## src/rtl/core/cdsm_pkg.sv

```systemverilog
// Shared types and constants for the disk-stamp cost grid.
// Used by the channel interfaces, the sweep engine, the grid RAM and the top level.
package cdsm_pkg;

    localparam int GRID_SIDE_DEF     = 200;
    localparam int FRAC_PER_CELL_DEF = 16;

    localparam int COST_W   = 7;
    localparam int COORD_W  = 14;
    localparam int STEP_W   = 7;
    localparam int IDX_IN_W = 8;
    localparam int RADIUS_W = 12;
    localparam int R2_W     = 2 * RADIUS_W;
    localparam int CFG_W    = RADIUS_W;
    localparam int CFG_IDX_W = 1;

    localparam logic [COST_W-1:0] COST_MAX = 7'd127;

    localparam logic [RADIUS_W-1:0] DISK_RADIUS_RST = 12'd160;
    localparam logic [STEP_W-1:0]   HORIZON_RST     = 7'd35;

    localparam logic [CFG_IDX_W-1:0] REG_DISK_RADIUS = 1'b0;
    localparam logic [CFG_IDX_W-1:0] REG_HORIZON     = 1'b1;

    typedef enum logic [1:0] {
        OP_CLEAR = 2'd0,
        OP_STAMP = 2'd1,
        OP_READ  = 2'd2
    } op_t;

    typedef struct packed {
        logic                      clear;
        logic signed [COORD_W-1:0] center_x;
        logic signed [COORD_W-1:0] center_y;
        logic [COST_W-1:0]         cost;
        logic [R2_W-1:0]           r2;
    } sweep_cmd_t;

endpackage

```

## src/rtl/core/cdsm_sweep.sv

```systemverilog
// Sweep engine: walks every cell once, computes the squared distance to the disk
// centre in a short pipeline and does the read-modify-write. Depends on cdsm_pkg.
module cdsm_sweep #(
    parameter int  GRID_SIDE     = cdsm_pkg::GRID_SIDE_DEF,
    parameter int  FRAC_PER_CELL = cdsm_pkg::FRAC_PER_CELL_DEF,
    localparam int ADDR_W        = $clog2(GRID_SIDE * GRID_SIDE)
) (
    input  logic                        clk,
    input  logic                        rst_n,
    input  logic                        start,
    input  cdsm_pkg::sweep_cmd_t        cmd,
    output logic                        done,
    output logic                        rd_en,
    output logic [ADDR_W-1:0]           rd_addr,
    input  logic [cdsm_pkg::COST_W-1:0] rd_data,
    output logic                        wr_en,
    output logic [ADDR_W-1:0]           wr_addr,
    output logic [cdsm_pkg::COST_W-1:0] wr_data
);
    import cdsm_pkg::*;

    localparam int CELLS   = GRID_SIDE * GRID_SIDE;
    localparam int HALF    = GRID_SIDE / 2;
    localparam int IDX_W   = $clog2(GRID_SIDE);
    localparam int DELTA_W = $clog2((1 << (COORD_W - 1)) + FRAC_PER_CELL * HALF + 1) + 1;
    localparam int SQ_W    = 2 * DELTA_W - 2;
    localparam int CMP_W   = (SQ_W + 1 > R2_W) ? SQ_W + 1 : R2_W;

    sweep_cmd_t cmd_reg;

    // stage 0: cell counters
    logic              run_reg, run_next;
    logic [IDX_W-1:0]  row_reg, row_next;
    logic [IDX_W-1:0]  col_reg, col_next;
    logic [ADDR_W-1:0] addr_reg, addr_next;
    logic              last0;

    // stage 1: offsets
    logic                      v1_reg, last1_reg;
    logic [ADDR_W-1:0]         addr1_reg;
    logic signed [DELTA_W-1:0] dx1_reg, dy1_reg;

    // stage 2: squares, memory read issued
    logic                      v2_reg, last2_reg;
    logic [ADDR_W-1:0]         addr2_reg;
    logic [SQ_W-1:0]           sqx2_reg, sqy2_reg;

    // stage 3: compare result, read data back, write
    logic                      v3_reg, last3_reg, inside3_reg;
    logic [ADDR_W-1:0]         addr3_reg;

    logic signed [DELTA_W-1:0]   col_off, row_off, pos_x, pos_y, dx0, dy0;
    logic signed [2*DELTA_W-1:0] sqx_full, sqy_full;
    logic [CMP_W-1:0]            dist2, r2_ext;

    assign last0 = (addr_reg == ADDR_W'(CELLS - 1));

    always_comb
    begin
        run_next  = run_reg;
        row_next  = row_reg;
        col_next  = col_reg;
        addr_next = addr_reg;
        if (start)
        begin
            run_next  = 1'b1;
            row_next  = '0;
            col_next  = '0;
            addr_next = '0;
        end
        else if (run_reg)
        begin
            addr_next = addr_reg + ADDR_W'(1);
            if (col_reg == IDX_W'(GRID_SIDE - 1))
            begin
                col_next = '0;
                row_next = row_reg + IDX_W'(1);
            end
            else
            begin
                col_next = col_reg + IDX_W'(1);
            end
            if (last0)
            begin
                run_next = 1'b0;
            end
        end
    end

    always_comb
    begin
        col_off = $signed(DELTA_W'(col_reg)) - $signed(DELTA_W'(HALF));
        row_off = $signed(DELTA_W'(row_reg)) - $signed(DELTA_W'(HALF));
        pos_x   = col_off * $signed(DELTA_W'(FRAC_PER_CELL));
        pos_y   = row_off * $signed(DELTA_W'(FRAC_PER_CELL));
        dx0     = $signed(DELTA_W'(cmd_reg.center_x)) - pos_x;
        dy0     = $signed(DELTA_W'(cmd_reg.center_y)) - pos_y;
    end

    assign sqx_full = dx1_reg * dx1_reg;
    assign sqy_full = dy1_reg * dy1_reg;
    assign dist2    = CMP_W'(sqx2_reg) + CMP_W'(sqy2_reg);
    assign r2_ext   = CMP_W'(cmd_reg.r2);

    always_ff @(posedge clk or negedge rst_n)
    begin
        if (!rst_n)
        begin
            run_reg   <= 1'b0;
            row_reg   <= '0;
            col_reg   <= '0;
            addr_reg  <= '0;
            v1_reg    <= 1'b0;
            v2_reg    <= 1'b0;
            v3_reg    <= 1'b0;
            last1_reg <= 1'b0;
            last2_reg <= 1'b0;
            last3_reg <= 1'b0;
        end
        else
        begin
            run_reg   <= run_next;
            row_reg   <= row_next;
            col_reg   <= col_next;
            addr_reg  <= addr_next;
            v1_reg    <= run_reg;
            v2_reg    <= v1_reg;
            v3_reg    <= v2_reg;
            last1_reg <= run_reg && last0;
            last2_reg <= last1_reg;
            last3_reg <= last2_reg;
        end
    end

    always_ff @(posedge clk)
    begin
        if (start)
        begin
            cmd_reg <= cmd;
        end
        addr1_reg   <= addr_reg;
        dx1_reg     <= dx0;
        dy1_reg     <= dy0;
        addr2_reg   <= addr1_reg;
        sqx2_reg    <= sqx_full[SQ_W-1:0];
        sqy2_reg    <= sqy_full[SQ_W-1:0];
        addr3_reg   <= addr2_reg;
        inside3_reg <= (dist2 < r2_ext);
    end

    assign rd_en   = v2_reg;
    assign rd_addr = addr2_reg;

    // raise only; clear writes zero everywhere
    assign wr_en   = v3_reg && (cmd_reg.clear || (inside3_reg && (cmd_reg.cost > rd_data)));
    assign wr_addr = addr3_reg;
    assign wr_data = cmd_reg.clear ? '0 : cmd_reg.cost;
    assign done    = v3_reg && last3_reg;

endmodule
```

## config.mk

```make
export PLATFORM = sky130hd
export DESIGN_NAME = cdsm_sweep
export DESIGN_NICKNAME = d
export VERILOG_FILES = /design/src/rtl/core/cdsm_pkg.sv /design/src/rtl/core/cdsm_sweep.sv
export SDC_FILE = /design/constraint.sdc
export NUM_CORES = 1
export LEC_CHECK = 0
export CAP_MARGIN = 0
export CORE_MARGIN = 10
export CORE_UTILIZATION = 35
export DETAILED_ROUTE_END_ITERATION = 10
export DONT_BUFFER_PORTS = 1
export MAX_ROUTING_LAYER = met4
export PLACE_DENSITY_LB_ADDON = 0.12
export SETUP_SLACK_MARGIN = 0.02
export SLEW_MARGIN = 20
export SYNTH_ARGS = -nofsm -noshare
export SYNTH_HDL_FRONTEND = slang
export SYNTH_SLANG_ARGS = --single-unit
```

## constraint.sdc

```tcl
create_clock -name clk -period 9.3 [get_ports clk]
set_input_delay 0.93 -clock clk [delete_from_list [all_inputs] [get_ports clk]]
set_output_delay 0.93 -clock clk [all_outputs]
set_load 0.1 [all_outputs]
```

* After elaboration in Yosys (flattened, before gate mapping)
Cells that the tools add are included.
Cells by class: reduce and logical (&&, ||, !) cells 8, equality and inequality tests 2, multiplexer cells 12, add/sub/neg operators 8, magnitude comparators 2, multipliers 2
Operator list (count):
- $mul A15 B15 Y28 | 2
- $mux W8 | 6
- $mux W16 | 2
- $sub A14 B13 Y15 | 2
- $add A28 B28 Y29 | 1
- $lt A29 B24 Y1 | 1
- $sub A8 B7 Y9 const B | 2
- $add A16 B1 Y16 const B | 1
- $add A8 B1 Y8 const B | 2
- $eq A16 B16 Y1 const B | 1
- $eq A8 B8 Y1 const B | 1
- $gt A7 B7 Y1 | 1
- $mux W7 | 1
- $logic_and A1 B1 Y1 | 4
- $reduce_bool A2 Y1 | 2
- $mux W1 | 3
- $reduce_and A2 Y1 | 1
- $logic_or A1 B1 Y1 | 1
Storage, ports and cells: output and inout bits 42, register bits after elaboration 234

* Logic depth before layout (Yosys ltp)
Gate-level depths: netlist of the first run.
depth after elaboration 4, gate-level depth with buffers 25

* Worst setup path after synthesis of the first run
OpenSTA, ideal clock, no wires.
path kind register to register, start point register dy1_reg[3], end point register sqy2_reg[27], required time 9.182 ns, path buffers 1, stages on the path, launching flop included 23, path slack 3.418 ns, arrival time 5.764 ns, setup time 0.118 ns, period minus slack after synthesis 5.882 ns, path through dfxtp_1 > clkbuf_1 > nand2_1 > fa_1 > inv_1 > fa_1 > inv_1 > fa_1 > inv_1 > fa_1 > fa_1 > inv_1 > fa_1 > inv_1 > ha_1 > o21a_1 > o21ai_0 > a21bo_2 > a221o_1 > a21oi_1 > o21a_1 > nor2_1 > xnor2_1
On the way: cells in the longest elaborated chain, start to end 1
RTL lines:
- start, declared | line cdsm_sweep.sv:41 | logic signed [DELTA_W-1:0] dx1_reg, dy1_reg;
- start signal, assigned | line cdsm_sweep.sv:143 | dy1_reg <= dy0;
- $mul A15 B15 Y28 | line cdsm_sweep.sv:101 | assign sqy_full = dy1_reg * dy1_reg;
- via sqy_full[27] | line cdsm_sweep.sv:53 | logic signed [2*DELTA_W-1:0] sqx_full, sqy_full;
- end signal, assigned | line cdsm_sweep.sv:146 | sqy2_reg <= sqy_full[SQ_W-1:0];
- end, declared | line cdsm_sweep.sv:46 | logic [SQ_W-1:0] sqx2_reg, sqy2_reg;
The timed path passes the listed nets, and every way through them passes these cells. A chain may end at the register's enable or synchronous reset.

* Worst setup path in the final report of the first run
start point register dy1_reg[3], end point register sqy2_reg[26]
The elaborated chain is that of the path after synthesis.

==> impl_metrics.prom, run 1 <==
# TYPE chip_impl_metric gauge
chip_impl_metric{name="synthToLayoutAreaGrowth",unit="%"} 8.758
chip_impl_metric{name="report.final.setup_viol",unit=""} 0
chip_impl_metric{name="cts_buffer_depth",unit=""} 3
chip_impl_metric{name="post_synth.cell_area_avg",unit="µm²"} 9.884
chip_impl_metric{name="worst_skew_pair.late_latency",unit="ns"} 0.61
chip_impl_metric{name="hpwlAfterDp",unit="mm"} 41.08
chip_impl_metric{name="cp_data_required_time",unit="ns"} 9.80
chip_impl_metric{name="cp_num_cells",unit=""} 18
chip_impl_metric{name="ys_async_sr_fraction",unit=""} 0.1681
chip_impl_metric{name="worstPathArrival",unit="ns"} 6.97
chip_impl_metric{name="synth.net_count",unit=""} 3088
chip_impl_info{name="yosys_most_used_dff",value="dfxtp_1"} 1
chip_impl_metric{name="drive_above_1_share",unit=""} 0.03647
chip_impl_info{name="status",value="finished clean"} 1
chip_impl_metric{name="met3_usage",unit=""} 0.02170
chip_impl_metric{name="use_met2",unit=""} 0.2382
chip_impl_metric{name="die_area",unit="µm²"} 78530
chip_impl_metric{name="crit_path_max_fanout",unit=""} 17
chip_impl_metric{name="max_slew_margin",unit=""} 0.2688
chip_impl_metric{name="final_area",unit="µm²"} 25780
chip_impl_metric{name="rows",unit=""} 95
chip_impl_metric{name="timing_hold_violations_final",unit=""} 0
chip_impl_metric{name="final-max-slew-violation-count",unit=""} 0
chip_impl_info{name="tritoncts_clock_tree",value="built"} 1
chip_impl_metric{name="placer_congestion",unit=""} 0.8471
chip_impl_metric{name="synth-seq-cells",unit=""} 232
chip_impl_metric{name="die_h",unit="µm"} 280.2
chip_impl_metric{name="clk_pin_slew_worst_paths",unit="ns"} 0.06
chip_impl_metric{name="tritoncts.num_buffers",unit=""} 30
chip_impl_metric{name="min_period",unit="ns"} 6.472
chip_impl_metric{name="sum_of_overflow_across_all_layers_after_global_routing",unit=""} 0
chip_impl_info{name="timing.setup.critical_path_class",value="reg2reg"} 1
chip_impl_metric{name="crit_path_max_incr_delay",unit="ns"} 0.80
chip_impl_metric{name="number_of_enable_type_register_cells_in_the_synthesized_netlist",unit=""} 60
chip_impl_metric{name="firstDrtPassIters",unit=""} 4
chip_impl_metric{name="post-route-period-util",unit=""} 0.6959
chip_impl_metric{name="number_of_global_route_vias_before_repair",unit=""} 17010
chip_impl_metric{name="total_wire_length",unit="mm"} 50.04
chip_impl_info{name="grt-busiest-layer",value="met2"} 1
chip_impl_metric{name="timing_worst_slew_pin_value",unit="ns"} 1.092
chip_impl_metric{name="timing.hold.ws",unit="ns"} 0.1578
chip_impl_info{name="timing.critical_path.cells",value="nand2_1 > fa_1 > inv_1 > fa_1 > inv_1 > fa_1 > inv_1 > fa_1 > fa_1 > inv_1 > fa_1 > inv_1 > ha_1 > nor4_1 > nand2_1 > a31oi_1 > o21ai_0 > o311ai_0"} 1
chip_impl_info{name="min-delay-path-class",value="in2async"} 1
chip_impl_metric{name="route.vias.total",unit=""} 15170
chip_impl_info{name="crit_top_cell",value="fa_1"} 1
chip_impl_metric{name="antenna_left",unit=""} 0
chip_impl_metric{name="groute.usage.overall",unit=""} 0.1378
chip_impl_metric{name="drt-initial-drc-count",unit=""} 585
chip_impl_metric{name="largest_register_ffs",unit=""} 60
chip_impl_info{name="rsz_0062_raised_after_global_routing",value="no"} 1
chip_impl_metric{name="number_of_antenna_violations_at_the_first_check_in_global_routing",unit=""} 4
chip_impl_info{name="timing.critical_path.max_delay_family",value="adder cells"} 1
chip_impl_metric{name="largest_net_degree_at_the_start_of_global_routing",unit=""} 96
chip_impl_metric{name="placedInstanceArea",unit="µm²"} 24650
chip_impl_metric{name="worstPathBufferInverterCount",unit=""} 5
chip_impl_metric{name="cts-htree-levels",unit=""} 1
chip_impl_metric{name="via_per_inst",unit=""} 4.611
chip_impl_metric{name="initial_cell_density_of_the_core",unit=""} 0.3529
chip_impl_metric{name="die_width",unit="µm"} 280.2
chip_impl_metric{name="mappedNetlistArea",unit="µm²"} 23700
chip_impl_metric{name="post_drt_wl_per_cell",unit="µm"} 15.21
chip_impl_metric{name="grt_util_met1",unit=""} 0.1706
chip_impl_metric{name="count_of_cells_along_the_worst_register_to_register_path",unit=""} 18
chip_impl_metric{name="synth.lib_cells_used.distinct",unit=""} 68
chip_impl_metric{name="cts.repair_timing.setup_buffer_count",unit=""} 0
chip_impl_info{name="worstSetupEndpointType",value="flip-flop"} 1
chip_impl_metric{name="max_cap_viol_count",unit=""} 0
chip_impl_metric{name="remaining_drc_errors",unit=""} 0
chip_impl_info{name="crit_path_start_kind",value="flip-flop"} 1
chip_impl_metric{name="setup-tns-final",unit="ns"} 0
chip_impl_metric{name="yosysSeqAreaShare",unit=""} 0.2295
chip_impl_metric{name="fmax",unit="GHz"} 0.1545
chip_impl_info{name="ctsRootBufferMaster",value="clkbuf_16"} 1
chip_impl_metric{name="core-area",unit="µm²"} 67160
chip_impl_metric{name="clock-sinks",unit=""} 232
chip_impl_info{name="slowest_stage",value="dfxtp_1"} 1
chip_impl_metric{name="placement.io_buffers",unit=""} 0
chip_impl_metric{name="yosys_warnings",unit=""} 0
chip_impl_metric{name="num_io_pins",unit=""} 112
chip_impl_metric{name="netlist_instances",unit=""} 2398
chip_impl_metric{name="grt_pass1_wl",unit="mm"} 85.28
chip_impl_metric{name="nNetsFinal",unit=""} 3079
chip_impl_metric{name="finalClockSkew",unit="ns"} 0.04920
## repair_timing
item,4_1_cts,5_1_grt
endpoints found under the hold margin,39,0
hold buffers,1,0
endpoints found under the setup margin,0,0
resized for setup,0,0
## path summary, 6_finish.rpt
path                                    from            to  slack [ns]
worst max-delay path              dy1_reg[3]  sqy2_reg[26]        2.83
worst min-delay path                   rst_n    row_reg[1]        0.16
worst max register to register    dy1_reg[3]  sqy2_reg[26]        2.83
worst min register to register  addr1_reg[1]    rd_addr[1]        0.33
max in group asynchronous              rst_n   addr_reg[5]        8.92
min in group clk                addr1_reg[1]    rd_addr[1]        0.33
## final cells by class
cell class	count	area (µm²)
Antenna cell	4	10.01
Clock buffer	42	973.4
Clock inverter	14	123.9
Fill cell	6675	41380
Inverter	636	2387
Multi-Input combinational cell	1488	15730
Sequential cell	232	5440
Tap cell	873	1092
Timing Repair Buffer	1	20.02
## synthesized netlist by cell type (2+ instances only)
master | n | area (µm²)
o31ai_1 | 5 | 37.54
inv_1 | 636 | 2387
clkbuf_1 | 40 | 150.1
o2111ai_1 | 4 | 35.03
nand2b_1 | 20 | 125.1
a22o_1 | 3 | 26.28
nor3b_1 | 3 | 22.52
mux2_2 | 2 | 22.52
o311ai_0 | 2 | 17.52
dfrtp_1 | 39 | 975.9
and3_1 | 9 | 56.30
nor2b_1 | 22 | 137.6
a21o_1 | 20 | 150.1
a21oi_1 | 59 | 295.3
a31o_2 | 3 | 26.28
a2111oi_0 | 2 | 17.52
fa_1 | 379 | 7587
a21boi_0 | 14 | 105.1
a221o_1 | 2 | 20.02
nand3b_1 | 3 | 22.52
mux2i_1 | 3 | 30.03
a211oi_1 | 3 | 22.52
dfxtp_1 | 133 | 2663
xor2_1 | 30 | 262.8
o21a_1 | 19 | 142.6
nand2_1 | 168 | 630.6
xnor2_1 | 85 | 744.5
nor4_1 | 5 | 31.28
o211ai_1 | 3 | 22.52
or2_2 | 6 | 37.54
edfxtp_1 | 60 | 1802
o21bai_1 | 6 | 45.04
ha_1 | 241 | 3015
and2_1 | 84 | 525.5
nor2_1 | 126 | 473.0
nand4_1 | 8 | 50.05
a311oi_1 | 4 | 35.03
a31oi_1 | 10 | 62.56
nand3_1 | 35 | 175.2
o21ai_0 | 38 | 190.2
xnor3_1 | 2 | 45.04
nor3_1 | 29 | 145.1
or3_1 | 8 | 50.05
## stage by stage
step / setup slack [ns] / cells / util
after floorplan: 3.418 / 2398 / -
after global placement: 2.927 / 3229 / 0.3671
after detailed placement: 2.792 / 3229 / 0.3671
after CTS: 2.787 / 3286 / 0.3837
after global routing: 2.295 / 3290 / 0.3838
final: 2.828 / 3290 / 0.3838
## layout by cell type (no fill, tap or decap), types with 10 or more instances in the layout
| cell | synthesis | final |
|---|---|---|
| inv_1 | 636 | 636 |
| fa_1 | 379 | 379 |
| ha_1 | 241 | 241 |
| nand2_1 | 168 | 168 |
| dfxtp_1 | 133 | 133 |
| nor2_1 | 126 | 125 |
| xnor2_1 | 85 | 85 |
| and2_1 | 84 | 84 |
| edfxtp_1 | 60 | 60 |
| a21oi_1 | 59 | 59 |
| dfrtp_1 | 39 | 39 |
| o21ai_0 | 38 | 38 |
| clkbuf_16 | 0 | 36 |
| nand3_1 | 35 | 35 |
| xor2_1 | 30 | 30 |
| nor3_1 | 29 | 29 |
| a21o_1 | 20 | 20 |
| nand2b_1 | 20 | 20 |
| o21a_1 | 19 | 19 |
| nor2b_1 | 22 | 16 |
| a21boi_0 | 14 | 14 |
| a31oi_1 | 10 | 10 |
## routing by layer
| metal | wire length, µm | share of wire |
|---|---|---|
| met4 | 803 | 0.016 |
| met2 | 24800 | 0.50 |
| met5 | 0 | 0 |
| met3 | 1707 | 0.034 |
| met1 | 22730 | 0.45 |
## worst register-to-register path: stages, from the launching register on
cell      delay (ns)
dfxtp_1         0.80
nand2_1         0.22
fa_1            0.62
inv_1           0.06
fa_1            0.72
inv_1           0.19
fa_1            0.51
inv_1           0.06
fa_1            0.51
fa_1            0.50
inv_1           0.05
fa_1            0.47
inv_1           0.04
ha_1            0.18
nor4_1          0.56
nand2_1         0.10
a31oi_1         0.24
o21ai_0         0.24
o311ai_0        0.34
## cell families (layout without fill, tap and decap cells)
family | Yosys count | count (layout) | synth area share
AND/OR/NAND/NOR | 535 | 535 | 0.1083
buffers and inverters | 678 | 693 | 0.1075
other | 0 | 4 | 0
flip-flops | 232 | 232 | 0.2295
AO/OA/AOI/OAI | 211 | 211 | 0.06076
adder cells (fa/ha/maj) | 620 | 620 | 0.4473
multiplexers | 5 | 5 | 0.002217
XOR/XNOR | 117 | 117 | 0.04439
Power of run 1 is left out: the tool's default activity adds up to more than one toggle a clock period on the data nets, which glitch-free logic cannot reach.
==> inputs of run 2 (changes only) <==
==> constraint.sdc (replaced) <==
create_clock -name clk -period 5.7 [get_ports clk]
set_input_delay 0.57 -clock clk [delete_from_list [all_inputs] [get_ports clk]]
set_output_delay 0.57 -clock clk [all_outputs]
set_load 0.1 [all_outputs]
==> run 2 against run 1 <==
Net effect:
- register-to-register slack got worse by 2.8 ns
- critical path type unchanged
- global-route usage grew 0.57 points
- final cell count up 8.5%
==> impl_metrics.prom, run 2 (synthesized netlist as in run 1, its figures left out) <==
# TYPE chip_impl_metric gauge
chip_impl_metric{name="finish.cell_count_without_fillers",unit=""} 3569
chip_impl_metric{name="firstDrtPassIters",unit=""} 5
chip_impl_metric{name="antenna_left",unit=""} 0
chip_impl_metric{name="die_width",unit="µm"} 280.2
chip_impl_metric{name="num_io_pins",unit=""} 112
chip_impl_info{name="layout_common_cells",value="612 x inv_1, 365 x fa_1, 250 x buf_4, 221 x ha_1, 159 x nand2_1"} 1
chip_impl_metric{name="min_period",unit="ns"} 5.688
chip_impl_metric{name="setup-tns-final",unit="ns"} 0
chip_impl_metric{name="synthToLayoutAreaGrowth",unit="%"} 21.25
chip_impl_metric{name="post-route-period-util",unit=""} 0.9978
chip_impl_metric{name="sum_of_overflow_across_all_layers_after_global_routing",unit=""} 0
chip_impl_metric{name="cts-htree-levels",unit=""} 1
chip_impl_info{name="ctsRootBufferMaster",value="clkbuf_16"} 1
chip_impl_metric{name="via_per_inst",unit=""} 4.545
chip_impl_metric{name="timing_worst_slew_pin_value",unit="ns"} 1.087
chip_impl_metric{name="die_h",unit="µm"} 280.2
chip_impl_metric{name="final-max-slew-violation-count",unit=""} 0
chip_impl_info{name="timing.critical_path.max_delay_family",value="adder cells"} 1
chip_impl_metric{name="postLayoutCoreUtil",unit=""} 0.4279
chip_impl_metric{name="worstPathArrival",unit="ns"} 6.18
chip_impl_metric{name="groute.usage.overall",unit=""} 0.1435
chip_impl_metric{name="hpwlAfterDp",unit="mm"} 44.54
chip_impl_metric{name="number_of_antenna_violations_at_the_first_check_in_global_routing",unit=""} 7
chip_impl_metric{name="post_drt_wl_per_cell",unit="µm"} 14.90
chip_impl_info{name="tritoncts_clock_tree",value="built"} 1
chip_impl_metric{name="drive_above_1_share",unit=""} 0.1941
chip_impl_info{name="status",value="finished clean"} 1
chip_impl_info{name="crit_top_cell",value="fa_1"} 1
chip_impl_metric{name="finalClockSkew",unit="ns"} 0.02789
chip_impl_metric{name="fmax",unit="GHz"} 0.1758
chip_impl_metric{name="route.vias.total",unit=""} 16220
chip_impl_metric{name="max_slew_margin",unit=""} 0.2722
chip_impl_metric{name="timing_hold_violations_final",unit=""} 0
chip_impl_metric{name="die_area",unit="µm²"} 78530
chip_impl_metric{name="timing.hold.ws",unit="ns"} 0.05857
chip_impl_metric{name="placement.io_buffers",unit=""} 0
chip_impl_metric{name="rows",unit=""} 95
chip_impl_info{name="rsz_0062_raised_after_global_routing",value="yes"} 1
chip_impl_metric{name="core-area",unit="µm²"} 67160
chip_impl_metric{name="max_cap_viol_count",unit=""} 0
chip_impl_metric{name="fill_count",unit=""} 6552
chip_impl_metric{name="remaining_drc_errors",unit=""} 0
chip_impl_metric{name="cts_buffer_depth",unit=""} 3
chip_impl_metric{name="largest_net_degree_at_the_start_of_global_routing",unit=""} 96
chip_impl_metric{name="cp_data_required_time",unit="ns"} 6.19
chip_impl_info{name="layout_commonest_cell",value="inv_1"} 1
chip_impl_metric{name="placed_cells",unit=""} 3486
chip_impl_metric{name="largest_register_ffs",unit=""} 60
chip_impl_metric{name="tritoncts.num_buffers",unit=""} 30
chip_impl_metric{name="clk_pin_slew_worst_paths",unit="ns"} 0.06
chip_impl_info{name="min-delay-path-class",value="in2reg"} 1
chip_impl_metric{name="initial_cell_density_of_the_core",unit=""} 0.3529
chip_impl_metric{name="crit_path_max_incr_delay",unit="ns"} 0.54
chip_impl_metric{name="drt-initial-drc-count",unit=""} 488
chip_impl_metric{name="total_wire_length",unit="mm"} 53.19
chip_impl_metric{name="nNetsFinal",unit=""} 3357
chip_impl_info{name="worstSetupEndpointType",value="flip-flop"} 1
chip_impl_metric{name="grt_pass1_wl",unit="mm"} 88.46
chip_impl_metric{name="worst_skew_pair.late_latency",unit="ns"} 0.60
chip_impl_metric{name="crit_path_max_fanout",unit=""} 6
chip_impl_metric{name="number_of_global_route_vias_before_repair",unit=""} 17730
chip_impl_metric{name="report.final.setup_viol",unit=""} 0
chip_impl_info{name="timing.critical_path.cells",value="buf_6 > clkinvlp_4 > buf_6 > nor2_4 > fa_1 > fa_1 > fa_1 > fa_1 > fa_1 > inv_1 > fa_1 > inv_2 > ha_4 > buf_4 > nand3_1 > a21o_1 > a221o_1 > a21oi_2 > o21a_1 > nor2_2 > xnor2_1"} 1
chip_impl_metric{name="worstPathBufferInverterCount",unit=""} 6
chip_impl_metric{name="clock-sinks",unit=""} 232
chip_impl_info{name="slowest_stage",value="fa_1"} 1
chip_impl_info{name="crit_path_start_kind",value="flip-flop"} 1
chip_impl_info{name="timing.setup.critical_path_class",value="reg2reg"} 1
chip_impl_metric{name="placer_congestion",unit=""} 0.8619
-- run 2: final cells by class --
class | count | area, µm² | share of cell area
repair buffers | 279 | 2275 | 0.07915
multi-input cells | 1488 | 16420 | 0.5714
diodes | 6 | 15.01 | 0.0005224
flip-flops and latches | 232 | 5530 | 0.1924
well taps | 873 | 1092 | 0.03801
inverters | 636 | 2391 | 0.08320
clock inverters | 15 | 176.4 | 0.006138
clock buffers | 40 | 838.3 | 0.02917
-- run 2: per-stage QoR --
step                      instance area, µm²  setup WS, ns
after detailed placement               26650       -0.2430
after CTS                              28050       0.01617
after global routing                   28740       -0.2018
after global placement                 26650       -0.2661
after floorplan                        23720      -0.01663
final                                  28740       0.01245
-- run 2: repair_timing --
action | CTS | global route
endpoints found under the hold margin | 39 | 0
hold buffers | 2 | 0
gates resized for setup | 105 | 128
pin swaps | 43 | 66
buffers inserted | 6 | 18
setup endpoints to repair | 16 | 20
-- run 2: worst paths after layout --
path	from	endpoint	slack [ns]	cells past startpoint
worst max-delay path	dy1_reg[14]	sqy2_reg[27]	0.01	21
worst min-delay path	cmd[18]	cmd_reg[18]	0.06	0
worst max register to register	dy1_reg[14]	sqy2_reg[27]	0.01	21
worst min register to register	addr1_reg[6]	rd_addr[6]	0.32	0
max in group asynchronous	rst_n	col_reg[7]	5.05	2
min in group asynchronous	rst_n	addr_reg[15]	0.43	2
-- run 2: layer usage --
metal,share of wire,wire length [µm],vias to the layer above,GRT usage
li1,-,-,7863,-
met1,0.46,24320,8097,0.1827
met2,0.49,25900,212,0.2406
met3,0.038,2000,50,0.02228
met4,0.018,971,0,0.02661
met5,0,0,-,-
Power of run 2 is left out for the same reason.
